`src/assert_macros.svh`:
```
// ----------------------------------------------------------------------------
// Assertion macros
// Shared concurrent assertion forms, disabled while the active-low reset is low.
// ----------------------------------------------------------------------------
`ifndef ASSERT_MACROS_SVH
`define ASSERT_MACROS_SVH

// same-cycle implication
`define ASSERT_IMP(label, clk, rst_n, ante, cons) \
    label: assert property (@(posedge clk) disable iff (!(rst_n)) (ante) |-> (cons)) \
        else $error("assertion failed");

// next-cycle implication
`define ASSERT_NXT(label, clk, rst_n, ante, cons) \
    label: assert property (@(posedge clk) disable iff (!(rst_n)) (ante) |=> (cons)) \
        else $error("assertion failed");

`endif

```
`src/rtyr_pkg.sv`:
```
// ----------------------------------------------------------------------------
// rtyr_pkg
// Types and constants of the RGBA tile to YUV 4:2:0 converter.
// ----------------------------------------------------------------------------
package rtyr_pkg;

    localparam int PIX_W      = 32;
    localparam int BYTE_W     = 8;
    localparam int LANES      = 4;
    localparam int SUM_W      = 10;
    localparam int LUMA_ACC_W = 16;
    localparam int CHR_ACC_W  = 21;
    localparam int TILE_REG_W = 12;
    localparam int DEST_W     = 11;
    localparam int CFG_IDX_W  = 3;
    localparam int CFG_CNT_MAX = (1 << TILE_REG_W) - 1;

    localparam int IN_TDATA_W  = LANES * PIX_W;
    localparam int OUT_TDATA_W = 72;

    localparam logic [LUMA_ACC_W-1:0] Y_KR = 16'd55;
    localparam logic [LUMA_ACC_W-1:0] Y_KG = 16'd183;
    localparam logic [LUMA_ACC_W-1:0] Y_KB = 16'd19;

    localparam logic [CHR_ACC_W-1:0] CB_KR  = 21'd29;
    localparam logic [CHR_ACC_W-1:0] CB_KG  = 21'd99;
    localparam logic [CHR_ACC_W-1:0] CB_KB  = 21'd128;
    localparam logic [CHR_ACC_W-1:0] CR_KR  = 21'd128;
    localparam logic [CHR_ACC_W-1:0] CR_KG  = 21'd116;
    localparam logic [CHR_ACC_W-1:0] CR_KB  = 21'd12;
    localparam logic [CHR_ACC_W-1:0] CHR_OFFSET = 21'd131584;
    localparam logic [BYTE_W-1:0]    CHR_MAX    = 8'hFF;

    typedef enum logic [1:0] {
        ROT_0   = 2'd0,
        ROT_90  = 2'd1,
        ROT_180 = 2'd2,
        ROT_270 = 2'd3
    } rot_t;

    typedef enum logic [CFG_IDX_W-1:0] {
        REG_RED_LANE     = 3'd0,
        REG_GREEN_LANE   = 3'd1,
        REG_BLUE_LANE    = 3'd2,
        REG_ROTATION     = 3'd3,
        REG_TILE_COLUMNS = 3'd4,
        REG_TILE_ROWS    = 3'd5
    } reg_idx_t;

    typedef struct packed {
        logic [1:0] red;
        logic [1:0] green;
        logic [1:0] blue;
    } lane_sel_t;

    typedef struct packed {
        logic [BYTE_W-1:0] r;
        logic [BYTE_W-1:0] g;
        logic [BYTE_W-1:0] b;
        logic [BYTE_W-1:0] y;
    } pix_t;

    typedef struct packed {
        logic [DEST_W-1:0] col;
        logic [DEST_W-1:0] row;
        logic              frame_end;
    } dest_t;

    typedef struct packed {
        logic [BYTE_W-1:0] tl;
        logic [BYTE_W-1:0] tr;
        logic [BYTE_W-1:0] bl;
        logic [BYTE_W-1:0] br;
        logic [BYTE_W-1:0] cb;
        logic [BYTE_W-1:0] cr;
    } yuv_t;

endpackage

```
`src/rgba_tile_to_yuv420_rotate.sv`:
```
// An accepted beat passes the four parallel lane registers, then the merge
// stage, which sums the lanes, then forms chroma, in two further registered
// stages, to m_tvalid. Throughput: one 2x2 tile per cycle while m_tready holds.
// Reset: aresetn (synchronous, active low) empties the pipeline, zeroes the tile
// counter and returns the configuration registers to their defaults.
// ----------------------------------------------------------------------------
// rgba_tile_to_yuv420_rotate
// 2x2 RGBA tile to YUV 4:2:0 with BT.709 full range and tile rotation.
// ----------------------------------------------------------------------------
`include "assert_macros.svh"

module rgba_tile_to_yuv420_rotate #(
    parameter int MAX_TILES_PER_SIDE = 2048
) (
    input  logic                               aclk,
    input  logic                               aresetn,
    // cfg_data: register value; lane and rotation registers use its low two bits
    input  logic                               cfg_valid,
    output logic                               cfg_ready,
    input  logic [rtyr_pkg::CFG_IDX_W-1:0]     cfg_index,
    input  logic [rtyr_pkg::TILE_REG_W-1:0]    cfg_data,
    // s_tdata: pix_r0c0, pix_r0c1, pix_r1c0, pix_r1c1
    input  logic                               s_tvalid,
    output logic                               s_tready,
    input  logic [rtyr_pkg::IN_TDATA_W-1:0]    s_tdata,
    // m_tdata: y_top_left, y_top_right, y_bottom_left, y_bottom_right,
    //          cb_value, cr_value, dest_tile_col, dest_tile_row, zero pad
    output logic                               m_tvalid,
    input  logic                               m_tready,
    output logic [rtyr_pkg::OUT_TDATA_W-1:0]   m_tdata,
    output logic                               m_tlast
);
    import rtyr_pkg::*;

    lane_sel_t             lane_sel_reg;
    rot_t                  rot_reg;
    logic [TILE_REG_W-1:0] cols_reg, rows_reg;

    logic      v1_reg, v2_reg, v3_reg;
    logic      en1, en2, en3, accept, wrap;
    dest_t     dest, dest1_reg, dest2_reg, dest3_reg;
    pix_t [3:0] lanes;
    yuv_t      yuv;

    assign cfg_ready = 1'b1;

    always_ff @(posedge aclk) begin
        if (!aresetn) begin
            lane_sel_reg.red   <= 2'd0;
            lane_sel_reg.green <= 2'd1;
            lane_sel_reg.blue  <= 2'd2;
            rot_reg            <= ROT_0;
            cols_reg           <= TILE_REG_W'(1);
            rows_reg           <= TILE_REG_W'(1);
        end else if (cfg_valid && cfg_ready) begin
            case (reg_idx_t'(cfg_index))
                REG_RED_LANE:     lane_sel_reg.red   <= cfg_data[1:0];
                REG_GREEN_LANE:   lane_sel_reg.green <= cfg_data[1:0];
                REG_BLUE_LANE:    lane_sel_reg.blue  <= cfg_data[1:0];
                REG_ROTATION:     rot_reg            <= rot_t'(cfg_data[1:0]);
                REG_TILE_COLUMNS: cols_reg           <= cfg_data;
                REG_TILE_ROWS:    rows_reg           <= cfg_data;
                default: ;
            endcase
        end
    end

    // advance each stage when it is empty or its successor moves
    assign en3      = !v3_reg || m_tready;
    assign en2      = !v2_reg || en3;
    assign en1      = !v1_reg || en2;
    assign s_tready = en1;
    assign accept   = s_tvalid && s_tready;

    always_ff @(posedge aclk) begin
        if (!aresetn) begin
            v1_reg <= 1'b0;
            v2_reg <= 1'b0;
            v3_reg <= 1'b0;
        end else begin
            if (en1) v1_reg <= s_tvalid;
            if (en2) v2_reg <= v1_reg;
            if (en3) v3_reg <= v2_reg;
        end
    end

    rtyr_tile_ctr #(
        .MAX_TILES_PER_SIDE(MAX_TILES_PER_SIDE)
    ) u_tile_ctr (
        .aclk         (aclk),
        .aresetn      (aresetn),
        .advance      (accept),
        .rotation     (rot_reg),
        .tile_columns (cols_reg),
        .tile_rows    (rows_reg),
        .dest         (dest),
        .wrap         (wrap)
    );

    for (genvar k = 0; k < LANES; k++) begin : g_lane
        rtyr_lane u_lane (
            .aclk    (aclk),
            .load    (accept),
            .pixel   (s_tdata[k*PIX_W +: PIX_W]),
            .sel     (lane_sel_reg),
            .pix_reg (lanes[k])
        );
    end

    rtyr_merge u_merge (
        .aclk     (aclk),
        .load_sum (en2 && v1_reg),
        .load_out (en3 && v2_reg),
        .rotation (rot_reg),
        .lanes    (lanes),
        .yuv_reg  (yuv)
    );

    always_ff @(posedge aclk) begin
        if (accept)          dest1_reg <= dest;
        if (en2 && v1_reg)   dest2_reg <= dest1_reg;
        if (en3 && v2_reg)   dest3_reg <= dest2_reg;
    end

    assign m_tvalid = v3_reg;
    assign m_tlast  = dest3_reg.frame_end;
    assign m_tdata  = {2'b00, dest3_reg.row, dest3_reg.col,
                       yuv.cr, yuv.cb, yuv.br, yuv.bl, yuv.tr, yuv.tl};

    `ASSERT_IMP(a_stall_full, aclk, aresetn, !s_tready, v1_reg && v2_reg && v3_reg && !m_tready)
    `ASSERT_NXT(a_wrap_zero, aclk, aresetn, accept && wrap,
                (u_tile_ctr.col_reg == '0) && (u_tile_ctr.row_reg == '0))
    `ASSERT_NXT(a_last_follows, aclk, aresetn, v2_reg && en3 && dest2_reg.frame_end,
                m_tvalid && m_tlast)

endmodule

```
`src/rtyr_lane.sv`:
```
// ----------------------------------------------------------------------------
// rtyr_lane
// One pixel lane: colour byte selection and luma, registered.
// ----------------------------------------------------------------------------
module rtyr_lane (
    input  logic                      aclk,
    input  logic                      load,
    input  logic [rtyr_pkg::PIX_W-1:0] pixel,
    input  rtyr_pkg::lane_sel_t       sel,
    output rtyr_pkg::pix_t            pix_reg
);
    import rtyr_pkg::*;

    logic [BYTE_W-1:0]     r, g, b;
    logic [LUMA_ACC_W-1:0] y_acc;
    pix_t                  pix_next;

    assign r = BYTE_W'(pixel >> {sel.red,   3'b000});
    assign g = BYTE_W'(pixel >> {sel.green, 3'b000});
    assign b = BYTE_W'(pixel >> {sel.blue,  3'b000});

    assign y_acc = LUMA_ACC_W'(r) * Y_KR + LUMA_ACC_W'(g) * Y_KG + LUMA_ACC_W'(b) * Y_KB;

    always_comb begin
        pix_next.r = r;
        pix_next.g = g;
        pix_next.b = b;
        pix_next.y = y_acc[LUMA_ACC_W-1:LUMA_ACC_W-BYTE_W];
    end

    always_ff @(posedge aclk) begin
        if (load) begin
            pix_reg <= pix_next;
        end
    end

endmodule

```
`src/rtyr_merge.sv`:
```
// ----------------------------------------------------------------------------
// rtyr_merge
// Merge of the four lanes: colour sums and luma placement, then chroma.
// ----------------------------------------------------------------------------
module rtyr_merge (
    input  logic                   aclk,
    input  logic                   load_sum,
    input  logic                   load_out,
    input  rtyr_pkg::rot_t         rotation,
    input  rtyr_pkg::pix_t [3:0]   lanes,
    output rtyr_pkg::yuv_t         yuv_reg
);
    import rtyr_pkg::*;

    logic [SUM_W-1:0]     sum_r_reg, sum_g_reg, sum_b_reg;
    logic [SUM_W-1:0]     sum_r_next, sum_g_next, sum_b_next;
    logic [BYTE_W-1:0]    tl_reg, tr_reg, bl_reg, br_reg;
    logic [BYTE_W-1:0]    tl_next, tr_next, bl_next, br_next;
    logic [CHR_ACC_W-1:0] cb_acc, cr_acc;
    logic [BYTE_W-1:0]    cb_sat, cr_sat;
    yuv_t                 yuv_next;

    function automatic logic [BYTE_W-1:0] chr_clamp(input logic [CHR_ACC_W-1:0] acc);
        logic [CHR_ACC_W-11:0] q;
        q = acc[CHR_ACC_W-1:10];
        if (q[CHR_ACC_W-11]) begin
            return '0;
        end else if (|q[CHR_ACC_W-12:BYTE_W]) begin
            return CHR_MAX;
        end else begin
            return q[BYTE_W-1:0];
        end
    endfunction

    assign sum_r_next = SUM_W'(lanes[0].r) + SUM_W'(lanes[1].r)
                      + SUM_W'(lanes[2].r) + SUM_W'(lanes[3].r);
    assign sum_g_next = SUM_W'(lanes[0].g) + SUM_W'(lanes[1].g)
                      + SUM_W'(lanes[2].g) + SUM_W'(lanes[3].g);
    assign sum_b_next = SUM_W'(lanes[0].b) + SUM_W'(lanes[1].b)
                      + SUM_W'(lanes[2].b) + SUM_W'(lanes[3].b);

    always_comb begin
        case (rotation)
            ROT_90: begin
                tl_next = lanes[2].y; tr_next = lanes[0].y;
                bl_next = lanes[3].y; br_next = lanes[1].y;
            end
            ROT_180: begin
                tl_next = lanes[3].y; tr_next = lanes[2].y;
                bl_next = lanes[1].y; br_next = lanes[0].y;
            end
            ROT_270: begin
                tl_next = lanes[1].y; tr_next = lanes[3].y;
                bl_next = lanes[0].y; br_next = lanes[2].y;
            end
            default: begin
                tl_next = lanes[0].y; tr_next = lanes[1].y;
                bl_next = lanes[2].y; br_next = lanes[3].y;
            end
        endcase
    end

    always_ff @(posedge aclk) begin
        if (load_sum) begin
            sum_r_reg <= sum_r_next;
            sum_g_reg <= sum_g_next;
            sum_b_reg <= sum_b_next;
            tl_reg    <= tl_next;
            tr_reg    <= tr_next;
            bl_reg    <= bl_next;
            br_reg    <= br_next;
        end
    end

    assign cb_acc = CHR_OFFSET + CHR_ACC_W'(sum_b_reg) * CB_KB
                  - CHR_ACC_W'(sum_r_reg) * CB_KR - CHR_ACC_W'(sum_g_reg) * CB_KG;
    assign cr_acc = CHR_OFFSET + CHR_ACC_W'(sum_r_reg) * CR_KR
                  - CHR_ACC_W'(sum_g_reg) * CR_KG - CHR_ACC_W'(sum_b_reg) * CR_KB;

    assign cb_sat = chr_clamp(cb_acc);
    assign cr_sat = chr_clamp(cr_acc);

    always_comb begin
        yuv_next.tl = tl_reg;
        yuv_next.tr = tr_reg;
        yuv_next.bl = bl_reg;
        yuv_next.br = br_reg;
        yuv_next.cb = cb_sat;
        yuv_next.cr = cr_sat;
    end

    always_ff @(posedge aclk) begin
        if (load_out) begin
            yuv_reg <= yuv_next;
        end
    end

endmodule

```
`src/rtyr_tile_ctr.sv`:
```
// ----------------------------------------------------------------------------
// rtyr_tile_ctr
// Source tile counter and destination tile position after rotation.
// ----------------------------------------------------------------------------
module rtyr_tile_ctr #(
    parameter int MAX_TILES_PER_SIDE = 2048
) (
    input  logic                              aclk,
    input  logic                              aresetn,
    input  logic                              advance,
    input  rtyr_pkg::rot_t                    rotation,
    input  logic [rtyr_pkg::TILE_REG_W-1:0]   tile_columns,
    input  logic [rtyr_pkg::TILE_REG_W-1:0]   tile_rows,
    output rtyr_pkg::dest_t                   dest,
    output logic                              wrap
);
    import rtyr_pkg::*;

    localparam int LIM = (MAX_TILES_PER_SIDE < CFG_CNT_MAX) ? MAX_TILES_PER_SIDE : CFG_CNT_MAX;
    localparam int CW  = (LIM > 1) ? $clog2(LIM) : 1;

    logic [CW-1:0] col_reg, row_reg, col_next, row_next;
    logic [CW-1:0] cols_m1, rows_m1, c, r, dc, dr;
    logic          last_col, last_row;

    function automatic logic [CW-1:0] last_index(input logic [TILE_REG_W-1:0] cnt);
        if (cnt == '0) begin
            return '0;
        end else if (32'(cnt) > LIM) begin
            return CW'(LIM - 1);
        end else begin
            return CW'(cnt - 1'b1);
        end
    endfunction

    assign cols_m1 = last_index(tile_columns);
    assign rows_m1 = last_index(tile_rows);

    assign c = (col_reg < cols_m1) ? col_reg : cols_m1;
    assign r = (row_reg < rows_m1) ? row_reg : rows_m1;

    assign last_col = (c == cols_m1);
    assign last_row = (r == rows_m1);
    assign wrap     = last_col && last_row;

    always_comb begin
        case (rotation)
            ROT_90: begin
                dc = rows_m1 - r; dr = c;
            end
            ROT_180: begin
                dc = cols_m1 - c; dr = rows_m1 - r;
            end
            ROT_270: begin
                dc = r; dr = cols_m1 - c;
            end
            default: begin
                dc = c; dr = r;
            end
        endcase
    end

    always_comb begin
        dest.col       = DEST_W'(dc);
        dest.row       = DEST_W'(dr);
        dest.frame_end = wrap;
    end

    always_comb begin
        if (last_col) begin
            col_next = '0;
            row_next = last_row ? '0 : r + 1'b1;
        end else begin
            col_next = c + 1'b1;
            row_next = r;
        end
    end

    always_ff @(posedge aclk) begin
        if (!aresetn) begin
            col_reg <= '0;
            row_reg <= '0;
        end else if (advance) begin
            col_reg <= col_next;
            row_reg <= row_next;
        end
    end

endmodule

```
`config.mk`:
```
export PLATFORM = sky130hd
export DESIGN_NAME = rgba_tile_to_yuv420_rotate
export DESIGN_NICKNAME = d
export VERILOG_FILES = /design/src/rtyr_pkg.sv /design/src/rgba_tile_to_yuv420_rotate.sv /design/src/rtyr_lane.sv /design/src/rtyr_merge.sv /design/src/rtyr_tile_ctr.sv
export VERILOG_INCLUDE_DIRS = /design/src /design/src/src
export SDC_FILE = /design/constraint.sdc
export NUM_CORES = 2
export LEC_CHECK = 0
export BUFFER_PORTS_ARGS = -buffer_cell sky130_fd_sc_hd__buf_4
export CAP_MARGIN = 30
export CELL_PAD_IN_SITES_DETAIL_PLACEMENT = 2
export CELL_PAD_IN_SITES_GLOBAL_PLACEMENT = 2
export CORE_ASPECT_RATIO = 0.6
export CORE_MARGIN = 2
export CORE_UTILIZATION = 40
export DETAILED_ROUTE_END_ITERATION = 12
export GPL_TIMING_DRIVEN = 0
export PLACE_DENSITY_LB_ADDON = 0.1
export SLEW_MARGIN = 0
export SYNTH_ARGS = -nofsm -noshare
export SYNTH_HDL_FRONTEND = slang
export SYNTH_HIERARCHICAL = 1
export SYNTH_SLANG_ARGS = --single-unit
```
`constraint.sdc`:
```
create_clock -name aclk -period 31.5 [get_ports aclk]
set_input_delay 7.875 -clock aclk [delete_from_list [all_inputs] [get_ports aclk]]
set_output_delay 7.875 -clock aclk [all_outputs]
set_load 0.02 [all_outputs]
```
==> results_dict.tcl <==
set metrics [dict create \
    status "completed" \
    routed_wl_um 132000 \
    vias 27533 \
    design.core.area_um2 98300 \
    fin_util_pct 45.3 \
    worstMarginPinSlew_ns 0.939 \
    die-area_um2 102000 \
    cts_made_buffers 40 \
    clock_skew_ns 0.0293 \
    cts_tree "done" \
    cts_setup_buffers 0 \
    start_util_pct 40.3 \
    cts-resized-gates 0 \
    io_pins 224 \
    wl_per_cell_um 25.8 \
    grt_pass1_wl_um 200000 \
    dp_hpwl_um 113000 \
    drc 0 \
    min_path_type "flip-flop to flip-flop" \
    io_buffers 220 \
    clk_pin_slew_ns 0.06 \
    synth_flop_cell "edfxtp_1" \
    gp_congestion 0.889 \
    path_max_fanout 3 \
    postCtsHoldBufs 0 \
    maxCapViolCount 0 \
    grt_max_degree 39 \
    arrival_ns 8.45 \
    setup_viol 0 \
    crit_required_ns 23.63 \
    synth_top_area_share_pct 23.2 \
    overflow 0 \
    ys_top_cells_by_area "edfxtp_1 23%, fa_1 23%, ha_1 16%" \
    largest_register_ffs 128 \
    max_clock_freq_ghz 0.0612 \
    vias_per_cell 5.40 \
    avgSynthCellArea_um2 11.4 \
    clock-root-buffer "clkbuf_16" \
    endpoint_kind "primary output" \
    antenna_left 0 \
    r2r_end "g_lane[3].u_lane/pix_reg[6]$_DFFE_PP_" \
    tns_ns 0 \
    ys_seq_area_share_pct 26.1 \
    firstDrtPassIters 5 \
    fin_nets 4848 \
    clock_latency_ns 0.60 \
    reg2reg_setup_slack_ns 24.01 \
    initialDrtViolationCount 1587 \
    area.growth.synth_to_final_pct 12.2 \
    mappedNetlistArea_um2 39700 \
    syn_inst 3477 \
    synth_edf_count 307 \
    maxSlewHeadroom_pct 35.6 \
    whs_endpoint "m_tdata[61]$_DFFE_PP_" \
    critPathKind "input port to primary output" \
    period_minus_slack_ns 16.33 \
    htreeDepth 2 \
    cts.path.max_buffers 3 \
    fin_crit_sh_pct 51.8 \
    track_usage_pct 26.2 \
    synth_top_area_cell "edfxtp_1" \
    worstSetupStartpointType "input port" \
    hold_viol_final 0 \
    holdPathStages 0 \
    r2r.worst_path.cells 19 \
    reg2reg_from "lane_sel_reg[2]$_SDFFE_PN1P_" \
    die_width_um 411 \
    ys_types 100 \
    rsz0062_at_grt "false" \
    finalMaxSlewViolations 0 \
    cts.sinks 364 \
    crit_start "m_tready" \
    fp-row-count 89 \
    async_flop_share_pct 0 \
    die_y_um 248 \
    yosys_warnings 6 \
    synth_seq_cells 364 \
    first_global_vias 31411 \
    min-delay-start "dest2_reg[3]$_DFFE_PP_" \
    antenna_found_initial 2 \
    drive_gt1_share_pct 12.9 \
]
## critical path: stages
cell,delay (ns)
buf_4,0.12
nand4b_1,0.24
buf_4,0.22
## per-layer routing
metal / vias up / GRT usage, % / wire, um
li1: 12297 / - / -
met1: 14556 / 37.4 / 62200
met2: 558 / 43.1 / 61500
met3: 120 / 2.79 / 4910
met4: 2 / 5.86 / 2900
met5: - / 0 / 13
## layout make-up
class | instances | area [um^2]
Buffer | 76 | 365
Clock buffer | 48 | 1060
Antenna cell | 1 | 2.50
Tap cell | 1319 | 1650
Clock inverter | 26 | 258
Multi-Input combinational cell | 2207 | 25900
Inverter | 831 | 3120
Timing Repair Buffer | 229 | 1830
Sequential cell | 364 | 10400
Fill cell | 9945 | 53800
## layout by cell type (no fill, tap or decap), drive strengths merged, types with 7 or more instances in the layout
| master | netlist | routed |
|---|---|---|
| nor3 | 34 | 34 |
| fa | 455 | 455 |
| and3 | 11 | 11 |
| or3 | 9 | 9 |
| and2 | 15 | 15 |
| a31oi | 24 | 24 |
| edfxtp | 307 | 307 |
| nand4 | 28 | 28 |
| o211ai | 10 | 10 |
| mux4 | 132 | 132 |
| nor2 | 93 | 93 |
| a21o | 34 | 34 |
| nor4b | 8 | 8 |
| a211oi | 28 | 28 |
| nand2b | 14 | 14 |
| o21bai | 9 | 9 |
| nor3b | 7 | 7 |
| nand3 | 44 | 44 |
| clkbuf | 38 | 86 |
| o21ai | 88 | 88 |
| clkinv | 0 | 16 |
| or4 | 8 | 8 |
| nor2b | 29 | 29 |
| a22o | 12 | 12 |
| nand2 | 134 | 134 |
| inv | 831 | 836 |
| a21oi | 119 | 119 |
| o21a | 35 | 35 |
| nor4 | 13 | 13 |
| xor2 | 48 | 48 |
| xnor2 | 95 | 95 |
| dfxtp | 57 | 57 |
| ha | 496 | 496 |
| buf | 38 | 267 |
| mux2i | 61 | 61 |
## logic make-up (layout without fill, tap and decap cells)
| group | after synthesis | count (layout) | share of synthesized area (%) |
|---|---|---|---|
| XOR/XNOR | 143 | 143 | 3.18 |
| other | 2 | 4 | 0.0189 |
| AND/OR/NAND/NOR | 476 | 476 | 6.36 |
| adder cells (fa/ha/maj) | 952 | 952 | 38.6 |
| buffers and inverters | 907 | 1210 | 8.78 |
| AO/OA/AOI/OAI | 437 | 437 | 7.59 |
| flip-flops | 364 | 364 | 26.1 |
| multiplexers | 196 | 196 | 9.33 |
## worst max path at each step
stage	endpoint	slack, ns	cells after the start
2_1_floorplan	u_tile_ctr/col_reg[1]$_SDFFE_PN0P_	14.38	6
3_3_place_gp	u_tile_ctr/col_reg[5]$_SDFFE_PN0P_	10.11	7
3_5_place_dp	s_tready	15.17	3
4_1_cts	s_tready	15.16	3
5_1_grt	s_tready	15.14	3
6_report	s_tready	15.17	3
## cells in the mapped netlist (5+ instances only)
cell type    n
a211oi_1    26
a21o_1      33
a21oi_1    113
a21oi_2      5
a22o_1      12
a31oi_1     24
and2_1      15
and3_1      11
and4_1       5
buf_1       10
buf_2       16
buf_4        8
clkbuf_1    38
dfxtp_1     57
edfxtp_1   307
fa_1       455
ha_1       496
inv_1      831
mux2i_1     60
mux4_1      21
mux4_2     111
nand2_1    132
nand2b_1    14
nand3_1     44
nand3b_1     5
nand4_1     28
nor2_1      93
nor2b_1     29
nor3_1      33
nor4_1       9
nor4b_1      8
o211a_1      5
o211ai_1    10
o21a_1      34
o21ai_0     80
o21bai_1     9
o22ai_1      6
o31ai_1      6
or3_1        8
or4_1        5
xnor2_1     95
xor2_1      47
## through the flow
step | std cells | cell area, um^2 | setup WS, ns | hold slack, ns
finish | 5101 | 44500 | 15.17 | 0.419
CTS | 5100 | 44500 | 15.16 | 0.421
global placement | 5017 | 43000 | 10.11 | 0.406
detailed placement | 5026 | 43200 | 15.17 | 0.407
floorplan | 3478 | 39700 | 14.38 | 0.400
global route | 5100 | 44500 | 15.14 | 0.423
Power is not shown: default switching activity piles up to over one toggle a cycle in this logic, so the estimate is an artifact.
